File: src/hdl/bid_queue.sv
// ----------------------------------------------------------------------------
// bid_queue: short job queue
// Decouples the pixel front end from the blend back end.
// ----------------------------------------------------------------------------
module bid_queue #(
  parameter int WIDTH = 64,
  parameter int DEPTH = 4
) (
  input  logic             clk,
  input  logic             rst,
  input  logic             push,
  input  logic [WIDTH-1:0] din,
  output logic             full,
  input  logic             pop,
  output logic [WIDTH-1:0] dout,
  output logic             valid
);

  localparam int PW = (DEPTH > 1) ? $clog2(DEPTH) : 1;
  localparam int CW = $clog2(DEPTH + 1);

  logic [WIDTH-1:0] slots [DEPTH];
  logic [PW-1:0]    wptr;
  logic [PW-1:0]    rptr;
  logic [CW-1:0]    count;

  assign full  = (count == CW'(DEPTH));
  assign valid = (count != '0);
  assign dout  = slots[rptr];

  // pointers and fill level
  always_ff @(posedge clk) begin
    if (rst) begin
      wptr  <= '0;
      rptr  <= '0;
      count <= '0;
    end else begin
      if (push) begin
        wptr <= (wptr == PW'(DEPTH - 1)) ? '0 : wptr + 1'b1;
      end
      if (pop) begin
        rptr <= (rptr == PW'(DEPTH - 1)) ? '0 : rptr + 1'b1;
      end
      if (push && !pop) begin
        count <= count + 1'b1;
      end else if (pop && !push) begin
        count <= count - 1'b1;
      end
    end
  end

  // storage
  always_ff @(posedge clk) begin
    if (push) begin
      slots[wptr] <= din;
    end
  end

endmodule

File: config.mk
export PLATFORM = sky130hd
export DESIGN_NAME = bid_queue
export DESIGN_NICKNAME = d
export VERILOG_FILES = /design/src/hdl/bid_queue.sv
export SDC_FILE = /design/constraint.sdc
export NUM_CORES = 1
export LEC_CHECK = 0
export ABC_AREA = 1
export BUFFER_PORTS_ARGS = -buffer_cell sky130_fd_sc_hd__buf_2
export CAP_MARGIN = 20
export CORE_MARGIN = 2
export CORE_UTILIZATION = 30
export CTS_CLUSTER_DIAMETER = 200
export DETAILED_ROUTE_END_ITERATION = 7
export PLACE_DENSITY_LB_ADDON = 0.08
export SETUP_SLACK_MARGIN = 0.15
export SLEW_MARGIN = 40
export SYNTH_ARGS = -nofsm -noshare
export SYNTH_HDL_FRONTEND = slang
export SYNTH_SLANG_ARGS = --single-unit
File: constraint.sdc
create_clock -name clk -period 2.64 [get_ports clk]
set_input_delay 0.132 -clock clk [delete_from_list [all_inputs] [get_ports clk]]
set_output_delay 0.132 -clock clk [all_outputs]
set_load 0.02 [all_outputs]
Word level (Yosys, flattened, before mapping)
Memory sizes are Yosys's and may differ from the RTL's. A register that Yosys moved wholly into a read port is not among the register bits.
Cells that the tools add are included.
{"block": "totals", "register_bits": 7, "ram_bits": 256, "input_bits": 68, "output_inout_bits": 66, "memories": 1}
{"memory": "slots", "depth": 4, "width": 64, "rd": 1, "rd_ports_with_merged_regs": 1, "wr": 1, "line": "22", "text": "logic [WIDTH-1:0] slots [DEPTH];"}
{"block": "classes", "addsub": 4, "n_eq_ne": 3, "mux": 8, "n_reduce_logical": 6}
{"op": "$mux 2", "n": 4}
{"op": "$mux 3", "n": 2}
{"op": "$add 2x1->2 const B", "n": 2}
{"op": "$eq 2x2->1 const B", "n": 2}
{"op": "$add 3x1->3 const B", "n": 1}
{"op": "$eq 3x3->1 const B", "n": 1}
{"op": "$reduce_bool 3->1", "n": 1}
{"op": "$sub 3x1->3 const B", "n": 1}
{"op": "$logic_and 1x1->1", "n": 2}
{"op": "$logic_not 1->1", "n": 2}
{"op": "$mux 1", "n": 2}
{"op": "$reduce_bool 2->1", "n": 1}

Longest topological paths before layout
Gate-level depths: netlist (run 1).
{"block": "logic_depth", "word_depth": 4, "ltp_mapped": 10, "depth_no_buf": 10}

Worst setup path after synthesis (run 1)
Ideal clock, no wire load.
{"block": "synth_timing", "path_kind": "reg-to-reg", "start": "reg wptr[0]", "end": "mem slots[3][0], enable pin", "setup_ns": 0.418, "arrival_time_ns": 1.834, "path_slack_ns": 0.388, "path_stages_with_launch": 4, "cell_sequence": "dfxtp_1 ha_1 nand2_1 inv_1"}
{"element": "start, declared", "line": "23", "text": "logic [PW-1:0] wptr;"}
{"element": "start signal, assigned", "line": "39", "text": "wptr <= (wptr == PW'(DEPTH - 1)) ? '0 : wptr + 1'b1;"}
{"element": "end, declared", "line": "22"}
Straight into the memory's write port.

==> impl_results.md, run 1 <==
* Worst path max stage delay at 370 ps
* Final Slew Violations at 0
* Worst vdd ir at 0.440 mV
* Initial Utilization at 0.305
* Mux cell area share after synthesis at 0
* Total clock buffers created by CTS at 29
* Element type at the critical path start: flip-flop
* Syn Inst Count at 679
* Synth Area in Simple Gates at 0.0576
* PD cells at 793 nW/µm²
* DRT iter0 DRCs at 341
* EDFF count, synth at 256
* Cell Area, Placed at 11,100 µm²
* WP data arrival at 2150 ps
* Endpoints failing hold at 0
* Worst skew pair latency at 530 ps
* Port bufs at 133
* YS warnings at 0
* Most area-consuming cells after synthesis: edfxtp_1 (77%), nor2_1 (5.2%), o22ai_1 (4.0%)
* Clock Power Share at 0.408
* Flop pwr share at 0.480
* Outcome: completed
* Worst slew margin at 0.580
* Finished Core Util at 0.391
* Routed vias/inst at 4.57
* Layout cells sized above 1 at 0.219
* Clk slew on worst S/H paths at 60 ps
* Worst-Margin Slew at 631 ps
* Post-synth top area share at 0.772
* Setup violators final at 0
* Fmax at 439 MHz
* Post-Syn Area at 9960 µm²
* Switching portion of total power at 0.232
* Synth unique cells at 22
* Critical path class: reg2out
* Post-DP HPWL at 13.2 mm
* Leakage dissipation at 4.51 nW
* Sequential share of the synthesized area at 0.790
* CP cell instances: buf_12 > o21ai_0 > o22ai_1 > buf_2
* Max Cap Viol at 0
* Post-Synth Adder-Cell Area at 0.00955
* Hold Path Class: in2reg
* Initial antenna violation count at 1
* Post-Syn Area per Cell at 14.7 µm²
* Cell row count at 66
* Switch Pwr at 2.35 mW
* Overflow after GRT at 0
* Core area at 32,600 µm²
* RSZ-0062 raised after global routing: false
* Crit-path slowest cell: dfxtp_4
* TritonCTS clock tree: yes
* Die H at 186 µm
* DRC errors left at 0
* R2R Setup Slk at 900 ps
* Via count at 6,159
* Syn_nets at 754
* Main combinational cell family by area after synthesis: compound AO/OA/AOI/OAI gates
* Die width at 186 µm
* Nets at 960
* Crit end category: output port
* #FFs+latches synth at 265
* Final ANT Viol Nets at 0
* First-pass GRT wire length at 35.7 mm
* Root Buffer Master: clkbuf_16
* DR WL/cell at 17.5 µm
* Crit Path Max Fanout at 128
* Synth Area in Compound Gates at 0.108
* Synth Area in XOR/XNOR at 0.000879
* Final worst-path cycle share at 0.864
* H-tree depth at 1
* WL final at 23.6 mm
* Setup TNS at 0 ps
* Vias in the first global route at 6,147
* # clock sinks at 265
* Crit path required time at 2510 ps
* Share of synthesized registers carrying an async set or reset at 0
* CTS Buffer Depth at 3
* GRT Total Usage at 0.136
* Design Area, Final at 12,800 µm²
* GP Congestion at 0.742
* Synth-to-Final Area Change at 28.0%
* Synth Flop Type: edfxtp_1
* Resized cells post-CTS at 0
* Largest net degree at the start of global routing at 129
* Minimum clock period at 2280 ps
* I/O pin cnt at 134
* Clk_skew at 8.04 ps
* Largest area contributor in the netlist: edfxtp_1
* Drt pass-1 iters at 6
* Die Footprint at 34,700 µm²
* Int Power at 7.76 mW
* Logic pwr share at 0.112
## cell usage after synthesis, types with 6 or more instances
library cell	n
buf_2	7
buf_6	14
clkbuf_1	14
dfxtp_1	9
edfxtp_1	256
ha_1	6
inv_1	14
nand2_1	9
nor2_1	137
o21ai_0	75
o21ai_1	56
o22ai_1	64
## metal layers
metal / vias up / part of all wire / global-route usage / wire [µm]
met3: 27 / 0.058 / 0.0302 / 1380
met1: 3019 / 0.46 / 0.181 / 10900
met5: - / 0 / 0 / 0
met2: 142 / 0.46 / 0.228 / 11000
li1: 2971 / - / - / -
met4: 0 / 0.015 / 0.0293 / 356
## power groups by stage
stage / logic [mW] / registers, mW / clock network [mW]
final: 1.13 / 4.86 / 4.13
after global routing: 1.25 / 4.87 / 4.43
after CTS: 1.16 / 4.86 / 4.25
after detailed placement: 1.08 / 4.94 / 0
after global placement: 1.06 / 4.94 / 0
after floorplan: 0.649 / 4.94 / 0
## final timing paths
path             start  cells past startpoint      endpoint
min reg2reg    wptr[1]                      2       wptr[1]
max          flip-flop                      4      dout[51]
max reg2reg    wptr[0]                      5  slots[2][34]
min             din[1]                      2   slots[0][1]
## per-stage QoR
| step | worst slack, ps | hold slack [ps] | total power, mW | std cells |
|---|---|---|---|---|
| global route | 150 | 342 | 10.6 | 1348 |
| detailed placement | 840 | 347 | 6.02 | 1229 |
| floorplan | 388 | 204 | 5.59 | 679 |
| finish | 360 | 348 | 10.1 | 1348 |
| global placement | 879 | 344 | 6.00 | 1229 |
| CTS | 261 | 321 | 10.3 | 1347 |
## critical path, delay by kind of cell, from the launching register on
kind	cells	cell delay (ps)
DFF	1	370
AOI/OAI and AO/OA	2	520
buffers and inverters	2	590
## sequential cells by signal, summed over array words and instances, names as in the netlist, named ones only
register / count
rptr: 2
wptr: 2
slots: 256
count: 3
## timing repair
action | 4_1_cts | 5_1_grt
endpoints found under the hold margin | 265 | 0
hold buffers | 67 | 0
setup buffers | 0 | 0
## cells in the final DEF (no fill, tap or decap), types with 3 or more instances in the layout
| cell type | n |
|---|---|
| buf_4 | 10 |
| buf_12 | 6 |
| a21oi_1 | 3 |
| o21ai_1 | 56 |
| clkinv_1 | 5 |
| inv_1 | 10 |
| nand2_1 | 9 |
| edfxtp_1 | 256 |
| ha_1 | 6 |
| buf_2 | 133 |
| dlygate4sd3_1 | 67 |
| dfxtp_1 | 7 |
| clkbuf_1 | 5 |
| o21ai_0 | 75 |
| clkinv_2 | 9 |
| nor3_1 | 3 |
| o22ai_1 | 64 |
| bufinv_16 | 6 |
| nor2_1 | 137 |
| clkbuf_16 | 29 |
## kinds of logic after synthesis
group,after synthesis
DFF,265
AOI/OAI and AO/OA,198
buffers and inverters,57
xor gates and xnor gates,1
and+or+nand+nor,151
adders and majority gates,7
## final cells by class
| class | instances | area, µm² |
|---|---|---|
| Antenna cell | 1 | 2.50 |
| Clock buffer | 34 | 744 |
| Clock inverter | 17 | 233 |
| Fill cell | 3081 | 19900 |
| Inverter | 16 | 67.6 |
| Multi-Input combinational cell | 357 | 1750 |
| Sequential cell | 265 | 7870 |
| Tap cell | 442 | 553 |
| Timing Repair Buffer | 216 | 1530 |
Note: power is estimated with default switching activity, not from simulation.
==> run 2: changes to the inputs <==
CORE_UTILIZATION = 51   (was 30)
RECOVER_POWER = 25   (was not set)
==> impl_results.md, run 2 (same netlist as run 1, synthesis figures left out) <==
* Outcome: completed (unchanged)
* I/O pin cnt at 134 (unchanged)
* Flop pwr share at 0.526 (was 0.480)
* Reg-to-reg startpoint: wptr[1] (was wptr[0])
* Vias in the first global route at 6,365 (was 6,147)
* Final worst-path cycle share at 0.867 (was 0.864)
* Setup violators final at 0 (unchanged)
* Clock Power Share at 0.357 (was 0.408)
* Clk_skew at 7.48 ps (was 8.04 ps)
* Logic pwr share at 0.117 (was 0.112)
* CTS Buffer Depth at 3 (unchanged)
* CP cell instances: inv_4 > buf_12 > nor2_1 > o22ai_1 > buf_2 (was buf_12 > o21ai_0 > o22ai_1 > buf_2)
* Layout cells sized above 1 at 0.166 (was 0.219)
* Crit Path Max Fanout at 60 (was 128)
* Nets at 957 (was 960)
* Worst vdd ir at 0.527 mV (was 0.440 mV)
* Final Slew Violations at 0 (unchanged)
* Leakage dissipation at 4.28 nW (was 4.51 nW)
* Design Area, Final at 12,200 µm² (was 12,800 µm²)
* Worst skew pair latency at 520 ps (was 530 ps)
* R2R Setup Slk at 1010 ps (was 900 ps)
* Cell Area, Placed at 10,800 µm² (was 11,100 µm²)
* Hold Slack at 354 ps (was 348 ps)
* # clock sinks at 265 (unchanged)
* WP data arrival at 2160 ps (was 2150 ps)
* Register-to-Register Path Depth at 5 (unchanged)
* Die H at 144 µm (was 186 µm)
* Commonest non-fill, non-tap cell in the layout: edfxtp_1 (unchanged)
* GP Congestion at 0.744 (was 0.742)
* Beginning of the worst hold path: rst (was din[1])
* Worst-Margin Slew at 583 ps (was 631 ps)
* Total clock buffers created by CTS at 27 (was 29)
* Initial Utilization at 0.515 (was 0.305)
* Crit path required time at 2510 ps (about the same)
* Root Buffer Master: clkbuf_16 (unchanged)
* Element type at the critical path start: flip-flop (unchanged)
* DRT iter0 DRCs at 412 (was 341)
* H-tree depth at 1 (unchanged)
* Minimum clock period at 2290 ps (was 2280 ps)
* PD cells at 757 nW/µm² (was 793 nW/µm²)
* Max FFs per register at 256 (unchanged)
* R2r endpoint: slots[1][44] (was slots[2][34])
* Finished Core Util at 0.632 (was 0.391)
* Biggest register: slots (unchanged)
* Via count at 6,247 (was 6,159)
* Synth-to-Final Area Change at 22.6% (was 28.0%)
* GRT Total Usage at 0.204 (was 0.136)
* DRC errors left at 0 (unchanged)
* Routed vias/inst at 5.35 (was 4.57)
* Hold endpoint: wptr[0] (was slots[0][1])
* Worst path max stage delay at 360 ps (was 370 ps)
* Fill cells at 1,502 (was 3,081)
* Final ANT Viol Nets at 0 (unchanged)
* Core area at 19,300 µm² (was 32,600 µm²)
* Die Footprint at 20,700 µm² (was 34,700 µm²)
* Overflow after GRT at 0 (unchanged)
* RSZ-0062 raised after global routing: false (unchanged)
* DR WL/cell at 18.0 µm (was 17.5 µm)
* Initial antenna violation count at 2 (was 1)
* Max Cap Viol at 0 (unchanged)
* TritonCTS clock tree: yes (unchanged)
* Post-DP HPWL at 11.6 mm (was 13.2 mm)
* Critical path class: reg2out (unchanged)
* Switch Pwr at 2.21 mW (was 2.35 mW)
* Regs by FF count: slots: 256 flops, count: 3 flops (unchanged)
* Int Power at 7.03 mW (was 7.76 mW)
* Worst slew margin at 0.612 (was 0.580)
* Crit-path slowest cell: dfxtp_4 (unchanged)
* Cell row count at 51 (was 66)
* Clk slew on worst S/H paths at 60 ps (about the same)
* Setup TNS at 0 ps (unchanged)
* Largest net degree at the start of global routing at 129 (unchanged)
* Switching portion of total power at 0.240 (was 0.232)
* Most frequent cells in the layout: edfxtp_1 (256), nor2_1 (137), buf_2 (95) (was edfxtp_1 (256), nor2_1 (137), buf_2 (133))
* Die width at 144 µm (was 186 µm)
* Hold path depth at 3 (was 2)
* Fmax at 437 MHz (was 439 MHz)
* WL final at 21.0 mm (was 23.6 mm)
* Port bufs at 133 (unchanged)
* Hold Path Class: in2reg (unchanged)
* First-pass GRT wire length at 32.6 mm (was 35.7 mm)
* Crit end category: output port (unchanged)
* Endpoints failing hold at 0 (unchanged)
* Drt pass-1 iters at 5 (was 6)
run 2: changes by cell type in the layout (fill, tap and decap cells not counted), sizes merged:
cell,change
buf,-39
clkbuf,+40
bufinv,-6
clkinv,-4
diode,+1
inv,+4
run 2: critical path, delay by kind of cell (launching register included):
| family | cells | cell delay, ps |
|---|---|---|
| AOI/OAI and AO/OA | 1 | 260 |
| buffers and inverters | 3 | 920 |
| DFF | 1 | 360 |
| and+or+nand+nor | 1 | 80 |
run 2: worst max-delay path by stage:
stage	end	slack [ps]	cells past startpoint	from
6_report	dout[40]	350	5	flip-flop
5_1_grt	dout[57]	210	5	flip-flop
4_1_cts	dout[40]	220	4	flip-flop
3_5_place_dp	dout[40]	780	4	flip-flop
3_3_place_gp	dout[49]	830	4	flip-flop
2_1_floorplan	slots[3][0]	390	3	wptr[0]
run 2: metrics by stage:
step / instances / worst slack, ps / power, mW
after floorplan: 679 / 388 / 5.59
after global placement: 1051 / 835 / 5.93
after detailed placement: 1051 / 775 / 5.97
after CTS: 1165 / 219 / 9.35
after global routing: 1167 / 205 / 9.60
final: 1167 / 352 / 9.25
run 2: power by group through the flow:
stage               clock, mW  combinational (mW)  sequential [mW]
floorplan                   0               0.649             4.94
global placement            0               0.990             4.94
detailed placement          0                1.01             4.95
CTS                      3.38                1.10             4.87
global route             3.54                1.18             4.88
finish                   3.30                1.08             4.87
run 2: area by class of cell:
class | count | area (µm²) | share of cell area
tap | 265 | 332 | 0.0271
timing repair buffer | 215 | 1440 | 0.118
clock inverter | 11 | 46.3 | 0.00379
antenna | 2 | 5.00 | 0.000410
inverter | 16 | 62.6 | 0.00512
multi-input combinational | 357 | 1750 | 0.143
sequential | 265 | 7880 | 0.645
clock buffer | 36 | 709 | 0.0581
run 2: metal layers:
metal,track usage,vias up,part of all wire
li1,-,2953,-
met1,0.274,3056,0.43
met2,0.341,205,0.49
met3,0.0367,33,0.058
met4,0.0676,0,0.021
met5,0,-,0
run 2: repair_timing:
item	CTS	global route
gates resized for setup	0	1
setup endpoints to repair	0	3
hold buffers	67	0
endpoints found under the hold margin	265	0
setup buffers	0	0
